--- config.mk ---
export PLATFORM = sky130hd
export DESIGN_NAME = ordered_list_store_unit
export DESIGN_NICKNAME = d
export VERILOG_FILES = /design/src/design/olsu_pkg.sv /design/src/design/olsu_ram.sv /design/src/design/ordered_list_store_unit.sv
export SDC_FILE = /design/constraint.sdc
export NUM_CORES = 1
export LEC_CHECK = 0
export ABC_AREA = 1
export BUFFER_PORTS_ARGS = -buffer_cell sky130_fd_sc_hd__buf_2
export CORE_ASPECT_RATIO = 0.6
export CORE_MARGIN = 1.5
export CORE_UTILIZATION = 50
export CTS_BUF_LIST = sky130_fd_sc_hd__clkbuf_16
export CTS_CLUSTER_SIZE = 10
export DETAILED_ROUTE_END_ITERATION = 10
export GPL_TIMING_DRIVEN = 0
export PLACE_DENSITY_LB_ADDON = 0.12
export REMOVE_ABC_BUFFERS = 1
export SYNTH_ARGS = -nofsm -noshare
export SYNTH_HDL_FRONTEND = slang
export SYNTH_SLANG_ARGS = --single-unit
--- constraint.sdc ---
create_clock -name aclk -period 3.9 [get_ports aclk]
set_input_delay 0.195 -clock aclk [delete_from_list [all_inputs] [get_ports aclk]]
set_output_delay 0.195 -clock aclk [all_outputs]
set_load 0.01 [all_outputs]
--- src/design/olsu_pkg.sv ---
// Shared sizes, types and codes for the ordered list store.
package olsu_pkg;

    localparam int DEPTH    = 16;
    localparam int ADDR_W   = (DEPTH > 1) ? $clog2(DEPTH) : 1;
    localparam int CNT_W    = $clog2(DEPTH + 1);
    localparam int DATA_W   = 32;
    localparam int POS_W    = 4;
    localparam int LEN_W    = 5;
    localparam int STATUS_W = 3;
    localparam int CMP_W    = (CNT_W > POS_W) ? CNT_W : POS_W;

    typedef logic [ADDR_W-1:0]   addr_t;
    typedef logic [CNT_W-1:0]    cnt_t;
    typedef logic [DATA_W-1:0]   data_t;
    typedef logic [POS_W-1:0]    pos_t;
    typedef logic [LEN_W-1:0]    len_t;
    typedef logic [CMP_W-1:0]    cmp_t;

    typedef enum logic [1:0] {
        OP_APPEND    = 2'd0,
        OP_DEL_VALUE = 2'd1,
        OP_DEL_INDEX = 2'd2,
        OP_SEARCH    = 2'd3
    } op_t;

    typedef enum logic [STATUS_W-1:0] {
        RS_OK        = 3'd0,
        RS_EMPTY     = 3'd1,
        RS_NOT_FOUND = 3'd2,
        RS_BAD_INDEX = 3'd3,
        RS_FULL      = 3'd4
    } status_t;

    typedef enum logic [2:0] {
        ST_IDLE,
        ST_DISPATCH,
        ST_SCAN,
        ST_FETCH,
        ST_SHIFT,
        ST_DONE
    } state_t;

endpackage

--- src/design/olsu_ram.sv ---
// Generic single-write, single-read RAM with registered read data.
module olsu_ram #(
    parameter int WIDTH = 32,
    parameter int DEPTH = 16
) (
    input  logic                                     aclk,
    input  logic                                     we,
    input  logic [((DEPTH > 1) ? $clog2(DEPTH) : 1)-1:0] waddr,
    input  logic [WIDTH-1:0]                         wdata,
    input  logic                                     re,
    input  logic [((DEPTH > 1) ? $clog2(DEPTH) : 1)-1:0] raddr,
    output logic [WIDTH-1:0]                         rdata
);

    logic [WIDTH-1:0] mem [DEPTH];
    logic [WIDTH-1:0] rdata_reg;

    always_ff @(posedge aclk) begin
        if (we) begin
            mem[waddr] <= wdata;
        end
        if (re) begin
            rdata_reg <= mem[raddr];
        end
    end

    assign rdata = rdata_reg;

endmodule

--- src/design/ordered_list_store_unit.sv ---
// Ordered list store: packed list of signed words with append, delete and search.
//
// The list lives in one RAM with a single write and a single registered read port,
// and a small sequencer walks it one entry per cycle. An append writes its entry
// straight from dispatch; a search reads entries in order until it hits or reaches
// the end; a delete by value walks to the entry, a delete by index reads it directly,
// and either then moves every later entry down one place through the same RAM port.
// One request is worked on at a time and s_ready is high only while the sequencer
// is idle; a finished result waits in an output register, so a new request is taken
// while the previous result is still unclaimed. After reset the list is empty and no
// clearing pass is needed.
module ordered_list_store_unit (
    input  logic                                aclk,
    input  logic                                aresetn,
    input  logic                                s_valid,
    output logic                                s_ready,
    input  logic [1:0]                          s_op,
    input  logic signed [olsu_pkg::DATA_W-1:0]  s_value,
    input  logic [olsu_pkg::POS_W-1:0]          s_position,
    output logic                                m_valid,
    input  logic                                m_ready,
    output logic [olsu_pkg::STATUS_W-1:0]       m_status,
    output logic signed [olsu_pkg::DATA_W-1:0]  m_result_value,
    output logic [olsu_pkg::POS_W-1:0]          m_found_index,
    output logic [olsu_pkg::LEN_W-1:0]          m_length
);

    olsu_pkg::state_t  state_reg, state_next;
    olsu_pkg::op_t     op_reg;
    olsu_pkg::data_t   value_reg;
    olsu_pkg::pos_t    pos_reg;
    olsu_pkg::cnt_t    count_reg, count_next;
    olsu_pkg::cnt_t    ptr_reg, ptr_next;
    logic              pend_reg, pend_next;
    olsu_pkg::cnt_t    pend_idx_reg, pend_idx_next;
    olsu_pkg::status_t status_reg, status_next;
    olsu_pkg::data_t   rv_reg, rv_next;
    olsu_pkg::pos_t    fi_reg, fi_next;

    logic                          m_valid_reg, m_valid_next;
    logic [olsu_pkg::STATUS_W-1:0] m_status_reg, m_status_next;
    olsu_pkg::data_t               m_result_value_reg, m_result_value_next;
    olsu_pkg::pos_t                m_found_index_reg, m_found_index_next;
    olsu_pkg::len_t                m_length_reg, m_length_next;

    logic            ram_we;
    olsu_pkg::addr_t ram_waddr;
    olsu_pkg::data_t ram_wdata;
    logic            ram_re;
    olsu_pkg::addr_t ram_raddr;
    olsu_pkg::data_t ram_rdata;

    logic s_accept;
    logic hit;

    olsu_ram #(
        .WIDTH(olsu_pkg::DATA_W),
        .DEPTH(olsu_pkg::DEPTH)
    ) u_ram (
        .aclk  (aclk),
        .we    (ram_we),
        .waddr (ram_waddr),
        .wdata (ram_wdata),
        .re    (ram_re),
        .raddr (ram_raddr),
        .rdata (ram_rdata)
    );

    assign s_ready  = (state_reg == olsu_pkg::ST_IDLE);
    assign s_accept = s_valid && s_ready;
    assign hit      = pend_reg && (ram_rdata == value_reg);

    // request word, held for the whole operation
    always_ff @(posedge aclk) begin
        if (s_accept) begin
            op_reg    <= olsu_pkg::op_t'(s_op);
            value_reg <= s_value;
            pos_reg   <= s_position;
        end
    end

    always_ff @(posedge aclk) begin
        if (!aresetn) begin
            state_reg   <= olsu_pkg::ST_IDLE;
            count_reg   <= '0;
            pend_reg    <= 1'b0;
            m_valid_reg <= 1'b0;
        end else begin
            state_reg   <= state_next;
            count_reg   <= count_next;
            pend_reg    <= pend_next;
            m_valid_reg <= m_valid_next;
        end
    end

    always_ff @(posedge aclk) begin
        ptr_reg            <= ptr_next;
        pend_idx_reg       <= pend_idx_next;
        status_reg         <= status_next;
        rv_reg             <= rv_next;
        fi_reg             <= fi_next;
        m_status_reg       <= m_status_next;
        m_result_value_reg <= m_result_value_next;
        m_found_index_reg  <= m_found_index_next;
        m_length_reg       <= m_length_next;
    end

    always_comb begin
        state_next          = state_reg;
        count_next          = count_reg;
        ptr_next            = ptr_reg;
        pend_next           = pend_reg;
        pend_idx_next       = pend_idx_reg;
        status_next         = status_reg;
        rv_next             = rv_reg;
        fi_next             = fi_reg;
        m_valid_next        = m_valid_reg && !m_ready;
        m_status_next       = m_status_reg;
        m_result_value_next = m_result_value_reg;
        m_found_index_next  = m_found_index_reg;
        m_length_next       = m_length_reg;
        ram_we              = 1'b0;
        ram_waddr           = olsu_pkg::addr_t'(count_reg);
        ram_wdata           = value_reg;
        ram_re              = 1'b0;
        ram_raddr           = olsu_pkg::addr_t'(ptr_reg);

        unique case (state_reg)
            olsu_pkg::ST_IDLE: begin
                if (s_valid) begin
                    state_next = olsu_pkg::ST_DISPATCH;
                end
            end

            olsu_pkg::ST_DISPATCH: begin
                status_next = olsu_pkg::RS_OK;
                rv_next     = '0;
                fi_next     = '0;
                ptr_next    = '0;
                pend_next   = 1'b0;
                unique case (op_reg)
                    olsu_pkg::OP_APPEND: begin
                        if (count_reg == olsu_pkg::cnt_t'(olsu_pkg::DEPTH)) begin
                            status_next = olsu_pkg::RS_FULL;
                        end else begin
                            ram_we     = 1'b1;
                            count_next = count_reg + olsu_pkg::cnt_t'(1);
                        end
                        state_next = olsu_pkg::ST_DONE;
                    end
                    olsu_pkg::OP_DEL_VALUE: begin
                        if (count_reg == '0) begin
                            status_next = olsu_pkg::RS_EMPTY;
                            state_next  = olsu_pkg::ST_DONE;
                        end else begin
                            state_next = olsu_pkg::ST_SCAN;
                        end
                    end
                    olsu_pkg::OP_DEL_INDEX: begin
                        if (count_reg == '0) begin
                            status_next = olsu_pkg::RS_EMPTY;
                            state_next  = olsu_pkg::ST_DONE;
                        end else if (olsu_pkg::cmp_t'(pos_reg)
                                     >= olsu_pkg::cmp_t'(count_reg)) begin
                            status_next = olsu_pkg::RS_BAD_INDEX;
                            state_next  = olsu_pkg::ST_DONE;
                        end else begin
                            ram_re     = 1'b1;
                            ram_raddr  = olsu_pkg::addr_t'(pos_reg);
                            state_next = olsu_pkg::ST_FETCH;
                        end
                    end
                    olsu_pkg::OP_SEARCH: begin
                        state_next = olsu_pkg::ST_SCAN;
                    end
                endcase
            end

            // compare the entry read last cycle while the next read goes out
            olsu_pkg::ST_SCAN: begin
                if (hit) begin
                    if (op_reg == olsu_pkg::OP_SEARCH) begin
                        rv_next    = value_reg;
                        fi_next    = olsu_pkg::pos_t'(pend_idx_reg);
                        state_next = olsu_pkg::ST_DONE;
                    end else begin
                        rv_next    = ram_rdata;
                        ptr_next   = pend_idx_reg + olsu_pkg::cnt_t'(1);
                        pend_next  = 1'b0;
                        state_next = olsu_pkg::ST_SHIFT;
                    end
                end else if (ptr_reg < count_reg) begin
                    ram_re        = 1'b1;
                    ptr_next      = ptr_reg + olsu_pkg::cnt_t'(1);
                    pend_next     = 1'b1;
                    pend_idx_next = ptr_reg;
                end else begin
                    status_next = olsu_pkg::RS_NOT_FOUND;
                    pend_next   = 1'b0;
                    state_next  = olsu_pkg::ST_DONE;
                end
            end

            olsu_pkg::ST_FETCH: begin
                rv_next    = ram_rdata;
                ptr_next   = olsu_pkg::cnt_t'(pos_reg) + olsu_pkg::cnt_t'(1);
                pend_next  = 1'b0;
                state_next = olsu_pkg::ST_SHIFT;
            end

            // move each later entry down one place, one per cycle
            olsu_pkg::ST_SHIFT: begin
                if (pend_reg) begin
                    ram_we    = 1'b1;
                    ram_waddr = olsu_pkg::addr_t'(pend_idx_reg - olsu_pkg::cnt_t'(1));
                    ram_wdata = ram_rdata;
                end
                if (ptr_reg < count_reg) begin
                    ram_re        = 1'b1;
                    ptr_next      = ptr_reg + olsu_pkg::cnt_t'(1);
                    pend_next     = 1'b1;
                    pend_idx_next = ptr_reg;
                end else begin
                    pend_next = 1'b0;
                    if (!pend_reg) begin
                        count_next = count_reg - olsu_pkg::cnt_t'(1);
                        state_next = olsu_pkg::ST_DONE;
                    end
                end
            end

            // hold the result until the output register is free
            olsu_pkg::ST_DONE: begin
                if (!m_valid_reg || m_ready) begin
                    m_valid_next        = 1'b1;
                    m_status_next       = status_reg;
                    m_result_value_next = rv_reg;
                    m_found_index_next  = fi_reg;
                    m_length_next       = olsu_pkg::len_t'(count_reg);
                    state_next          = olsu_pkg::ST_IDLE;
                end
            end

            default: begin
                state_next = olsu_pkg::ST_IDLE;
            end
        endcase
    end

    assign m_valid        = m_valid_reg;
    assign m_status       = m_status_reg;
    assign m_result_value = m_result_value_reg;
    assign m_found_index  = m_found_index_reg;
    assign m_length       = m_length_reg;

    a_count_bound: assert property (@(posedge aclk) disable iff (!aresetn)
        count_reg <= olsu_pkg::cnt_t'(olsu_pkg::DEPTH))
        else $error("entry count above depth");

    a_append_grows: assert property (@(posedge aclk) disable iff (!aresetn)
        (state_reg == olsu_pkg::ST_DISPATCH && op_reg == olsu_pkg::OP_APPEND
         && count_reg < olsu_pkg::cnt_t'(olsu_pkg::DEPTH))
        |=> count_reg == $past(count_reg) + olsu_pkg::cnt_t'(1))
        else $error("append did not grow the list");

    a_shift_in_range: assert property (@(posedge aclk) disable iff (!aresetn)
        (state_reg == olsu_pkg::ST_SHIFT && pend_reg)
        |-> (pend_idx_reg < count_reg && pend_idx_reg != '0))
        else $error("shift write outside the list");

    a_scan_in_range: assert property (@(posedge aclk) disable iff (!aresetn)
        (state_reg == olsu_pkg::ST_SCAN && ram_re) |-> ptr_reg < count_reg)
        else $error("scan read outside the list");

    a_result_issued: assert property (@(posedge aclk) disable iff (!aresetn)
        (state_reg == olsu_pkg::ST_DONE && (!m_valid_reg || m_ready))
        |=> (m_valid_reg && state_reg == olsu_pkg::ST_IDLE))
        else $error("finished result not issued");

endmodule
==> Yosys cells after proc, flatten, opt, wreduce, memory -nomap -nowiden <==
Memory sizes are Yosys's and may differ from the RTL's. A register that Yosys moved wholly into a read port is not among the register bits.
Cells that the tools add are included.
{ "classes": {"add_sub_neg": 6, "order_cmp": 2, "eq_ne": 22, "n_mux": 63, "n_reduce_logical": 25} }
{ "ops": {"columns": ["cell", "n"], "rows": [
  ["2-to-1 mux 32 bit", 4],
  ["one-hot mux 32 bit (3 select lines)", 1],
  ["2-to-1 mux 5 bit", 9],
  ["2-to-1 mux 3 bit", 12],
  ["== test 32 bit", 1],
  ["2-to-1 mux 4 bit", 8],
  ["one-hot mux 5 bit (2 select lines)", 2],
  ["one-hot mux 5 bit (4 select lines)", 1],
  ["inequality test 2 bit, second input constant", 9],
  ["one-hot mux 3 bit (6 select lines)", 1],
  ["2-to-1 mux 1 bit", 16],
  ["adder 5 x 1 -> 5 bit, second input constant", 3],
  ["one-hot mux 3 bit (4 select lines)", 1],
  ["AND reduction 2 bit", 5],
  ["AND reduction 5 bit", 2],
  ["one-hot mux 3 bit (3 select lines)", 1],
  ["one-hot mux 4 bit (2 select lines)", 1],
  ["== test 3 x 2 -> 1 bit, second input constant", 2],
  ["== test 3 bit, second input constant", 2],
  ["inequality test 3 bit, second input constant", 2],
  ["one-hot mux 1 bit (3 select lines)", 2],
  ["one-hot mux 3 bit (2 select lines)", 1],
  ["AND reduction 3 bit", 2],
  ["nonzero test 2 bit", 3],
  ["other kinds (21)", 27]
]} }
{ "word_totals": {"reg_bits": 141, "mem_bits_rw": 512, "out_inout_bits": 46, "word_cells": 135, "mem_count": 1} }
{ "memory_table": {"columns": ["name", "depth", "width", "read_ports", "rd_clocked_by_memory_dff", "write_ports", "line", "text"], "rows": [
  ["u_ram.mem", 16, 32, 1, 1, 1, "olsu_ram.sv:15", "logic [WIDTH-1:0] mem [DEPTH];"]
]} }

==> Longest topological paths before layout <==
{ "logic_depth": {"ltp_word": 6, "mapped_depth": 17, "mapped_depth_nobuf": 16} }

==> Cells and area by module <==
Synthesis repeated with hierarchy kept, for this count alone.
{ "hier_totals": {"hier_cells": 2829, "area_unflattened_um2": 30010.0} }
{ "by_module_without_submodules": {"columns": ["mod", "instances", "cells_each", "area_each_um2"], "rows": [
  ["olsu_ram", 1, 2122, 23065.9],
  ["ordered_list_store_unit", 1, 707, 6944.2]
]} }

==> Worst setup path after synthesis <==
Ideal clock, no wire load.
{ "synth_path": {"path_type": "reg-to-reg", "startpoint": "reg state_reg[0]", "endpoint": "reg op_reg[0] (enable)", "setup_ns": 0.480, "arrival_ns": 3.225, "path_slack_ns": 0.194, "stages_incl_launch_ff": 5, "synth_period_minus_slack_ns": 3.706, "cell_sequence": "dfxtp_1 -> buf_4 -> nor2_1 -> inv_2 -> nor3_1"} }
{ "synth_via": {"elab_chain_len": 2} }
{ "synth_lines": {"columns": ["item", "line", "text"], "rows": [
  ["start, declared", "ordered_list_store_unit.sv:28", "olsu_pkg::state_t state_reg, state_next;"],
  ["start signal, assigned", "ordered_list_store_unit.sv:84", "state_reg <= olsu_pkg::ST_IDLE;"],
  ["start signal, assigned", "ordered_list_store_unit.sv:89", "state_reg <= state_next;"],
  ["logical NOT 3 bit", "ordered_list_store_unit.sv:69", "assign s_ready = (state_reg == olsu_pkg::ST_IDLE);"],
  ["logical AND 1 bit", "ordered_list_store_unit.sv:70", "assign s_accept = s_valid && s_ready;"],
  ["named net s_accept", "ordered_list_store_unit.sv:53", "logic s_accept;"],
  ["end signal, assigned", "ordered_list_store_unit.sv:76", "op_reg <= olsu_pkg::op_t'(s_op);"],
  ["end, declared", "ordered_list_store_unit.sv:29", "olsu_pkg::op_t op_reg;"]
]} }
The timed path passes the listed nets, and every way through them passes these cells.
A chain may end at the register's enable or synchronous reset.

==> Final worst setup path <==
{ "layout_path": {"startpoint": "reg state_reg[0]", "endpoint": "mem u_ram.mem[12][10] (enable)"} }
{ "layout_via": {"elab_chain_len": 4, "word_cells_on_any_way": 6, "cone_classes": "eq/ne (2); mux (4)"} }
{ "layout_lines": {"columns": ["item", "line", "text"], "rows": [
  ["== test 3 bit or == test 3 x 1 -> 1 bit (tied branches)", "ordered_list_store_unit.sv:128", "unique case (state_reg)"],
  ["one-hot mux 1 bit (2 select lines)", "ordered_list_store_unit.sv:128", null],
  ["2-to-1 mux 1 bit", "olsu_ram.sv:19", "if (we) begin"],
  ["2-to-1 mux 1 bit (implied by the code)", "olsu_ram.sv:20", "mem[waddr] <= wdata;"],
  ["end, declared", "olsu_ram.sv:15", null]
]} }
Several ways; a longest one is shown, not always the timed one.

==> flow_metrics.py <==
metrics = {
    "floorplanning": {
        "dieArea_sq_um": 62600,
        "pin_count": 88,
        "initial_utilization_pct": 51.1,
        "die_y_microns": 194,
        "coreArea_sq_um": 59700,
        "placementRows": 69,
        "dieWidth_microns": 322,
    },
    "global_route": {
        "grt_pass1_vias": 19900,
        "grt_antenna_before_repair": 1,
        "grt_max_degree": 114,
        "grt_overflow": 0,
        "grt_first_pass_wirelength_mm": 128,
        "track_usage_pct": 28.1,
    },
    "drt": {
        "post_drt_wl_per_cell_microns": 22.4,
        "vias": 21300,
        "dr.pass1.iters": 8,
        "finalWirelength_mm": 87.8,
        "ant_nets": 0,
        "drt-initial-drc-count": 2409,
        "drc_errors": 0,
        "vias_per_cell": 5.44,
    },
    "power": {
        "seqPwrFrac_pct": 39.7,
        "p_int_mw": 15.6,
        "ir_drop_mv": 0.637,
        "p_clk_share_pct": 25.9,
        "leakage_nw": 14.9,
        "power.switching_mw": 9.18,
        "p_per_area_nw_per_um2": 697,
        "p_sw_share_pct": 37.1,
        "power_frac_comb_pct": 34.5,
    },
    "critical_path": {
        "r2r_start": "state_reg[0]",
        "crit_required_ps": 4220,
        "r2r_cells": 15,
        "critPathMaxStageDelay_ps": 430,
        "worstPathCellList": "buf_12 > nor2_1 > inv_2 > nor2_2 > inv_2 > nor2_4 > buf_12 > inv_2 > nand2_1 > o21ai_1 > inv_1 > nand3_1 > nor2_4 > buf_16 > buf_16",
        "critPathTopFamily": "buffers and inverters",
        "cp.arrival_ps": 4140,
        "cp.buffers_inverters": 8,
        "endpoint_kind": "flop",
        "cp-start-kind": "flop",
        "ff2ff_setup_slack_ps": 80,
        "critPathMaxFanout": 34,
        "crit_type": "flop to flop",
        "slowest_stage": "dfxtp_2",
        "cpMostUsedCell": "inv_2",
        "r2r_end": "u_ram.mem[12][10]",
    },
    "hold_path": {
        "hold_class": "input port to flop",
        "min_from": "m_ready",
        "whs_path_depth": 4,
        "worstHoldEndpoint": "m_valid",
    },
    "timing": {
        "setup_viol": 0,
        "rsz0062_at_grt": "false",
        "final.period_utilization_pct": 97.9,
        "maxSlewViolCount": 0,
        "fin_skew_ps": 22.3,
        "relSlewSlack_pct": 21.7,
        "hold_viol_final": 0,
        "max_freq_mhz": 262,
        "fin_crit_ps": 3820,
        "fin_setup_tns_ps": 0,
        "worst_slew_pin_slew_ps": 1170,
    },
    "finish": {
        "area_growth_pct": 16.3,
        "final_cells": 3924,
        "largest_reg_flops": 512,
        "antenna-diode-count": 0,
        "multiInputGateArea_sq_um": 7190,
        "regArea_sq_um": 20500,
        "finalNetCount": 3149,
        "drive_above_1_share_pct": 10.2,
        "nFillCells": 4810,
        "top_register": "u_ram.mem",
    },
    "logic_synthesis": {
        "synth.most_common_cell": "edfxtp_1",
        "synth_edf_count": 675,
        "ys_types": 38,
        "post-synth-top-area-cell": "edfxtp_1",
        "synth.yosys.seq_area_share_pct": 67.1,
        "syn_inst": 2927,
        "synthFlopType": "edfxtp_1",
        "synth.top_cell.area_share_pct": 66.4,
        "ys_warn_count": 0,
        "async_flop_share_pct": 0,
        "ys_ff_latch": 685,
        "syn_avg_cell_area_sq_um": 10.4,
        "synthesis.area_sq_um": 30500,
        "yosys-top-cells-count": "675 x edfxtp_1, 655 x nand2_1, 598 x inv_1",
        "synthTopCellsByArea": "edfxtp_1 66%, nand3_1 9.4%, nand2_1 8.1%, inv_1 7.4%, buf_2 1.2%",
    },
    "cts": {
        "root_buffer": "clkbuf_16",
        "cts-buffers-inserted": 78,
        "path_clk_slew_ps": 60,
        "clock_sinks": 685,
        "cts_htree_levels": 3,
        "tritoncts": "done",
        "clk_latency_ps": 630,
        "cts.path.max_buffers": 3,
    },
    "placed_design": {
        "io_buffer_count": 87,
        "place.gp.congestion": 0.856,
        "dp_cells": 3753,
        "hpwl_mm": 50.1,
    },
    "run": {
        "cap_violations": 0,
    },
    "status": {
        "status": "complete, no violations",
    },
}
worst max-delay path by stage:
stage / from / endpoint / depth (start not counted)
after global routing: state_reg[0] / u_ram.mem[12][10] / 15
final: state_reg[0] / u_ram.mem[12][10] / 15
after floorplan: state_reg[0] / u_ram.rdata[0] / 9
after global placement: state_reg[0] / u_ram.rdata[12] / 9
after detailed placement: state_reg[0] / u_ram.mem[6][9] / 12
after CTS: count_reg[2] / u_ram.rdata[28] / 19
per-stage QoR:
step	setup slack (ps)	util (%)	hold slack [ps]	cell area [sq um]	total power [mW]
2_1_floorplan	-2430	-	294	29700	14.7
3_3_place_gp	-9170	52.1	372	31100	17.8
3_5_place_dp	-858	54.6	373	32600	18.1
4_1_cts	211	59.4	16.0	35500	24.7
5_1_grt	11.9	59.4	76.4	35500	25.9
6_report	81.0	59.4	31.4	35500	24.8
layer usage:
| metal | GRT usage (%) | up-vias | share of wire [%] | wire [microns] |
|---|---|---|---|---|
| met5 | 0 | - | 0 | 0 |
| met4 | 9.52 | 0 | 3.1 | 2710 |
| met3 | 5.60 | 200 | 9.5 | 8300 |
| met2 | 43.2 | 1025 | 45 | 39400 |
| met1 | 40.3 | 10200 | 43 | 37400 |
| li1 | - | 9917 | - | - |
worst reg2reg max path: stages, from the launching register on:
cell     delay [ps]
dfxtp_2         430
buf_12          230
nor2_1          150
inv_2            70
nor2_2          280
inv_2           200
nor2_4          180
buf_12          210
inv_2           300
nand2_1         150
o21ai_1         120
inv_1           120
nand3_1         360
nor2_4          310
buf_16          200
buf_16          190
layout make-up:
type,count,share of cell area [%]
Clock buffer,80,5.64
Sequential cell,685,57.7
Tap cell,816,2.88
Timing Repair Buffer,213,6.83
Multi-Input combinational cell,1503,20.2
Clock inverter,17,0.261
Inverter,610,6.47
cell families (layout without fill, tap and decap cells):
group                      count (synthesis)  count (layout)  synth area share [%]
xor gates and xnor gates                  19              19                 0.545
adders and majority gates                 16              16                 0.681
and+or+nand+nor                         1328            1332                  19.1
AOI/OAI and AO/OA                        136             136                  2.36
DFF                                      685             685                  67.1
buffers and inverters                    743             920                  10.2
timing repair:
item	4_1_cts	5_1_grt
hold buffers	39	0
setup endpoints to repair	536	20
cloned	4	1
pin swaps	19	0
hold endpoints to repair	48	0
gates resized for setup	0	2
buffers inserted	29	0
cell usage in the layout, fill, tap and decap left out, types with 4 or more instances in the layout:
cell	synthesis	final
xnor2_1	10	10
buf_2	73	87
buf_4	14	21
buf_8	0	5
buf_16	0	24
nand3_1	571	571
edfxtp_1	675	675
o21ai_4	0	4
dlygate4sd3_1	0	39
nor2_4	3	20
o21ai_0	70	48
or2_2	4	4
nor2_1	60	44
inv_1	598	609
buf_12	0	33
buf_6	25	4
nand4_1	18	18
inv_2	10	9
nand2_1	655	652
dfxtp_1	10	9
o21ai_1	2	24
clkbuf_16	0	80
a21oi_1	52	51
xor2_1	9	9
ha_1	15	15
power groups by stage:
stage          clock network [mW]  registers, mW  logic, mW
6_report                     6.40           9.82       8.53
5_1_grt                      6.75           9.87       9.24
4_1_cts                      6.48           9.82       8.39
3_5_place_dp                    0           9.96       8.13
3_3_place_gp                    0           10.1       7.71
2_1_floorplan                   0           9.82       4.87
(Power assumes the default switching activity.)
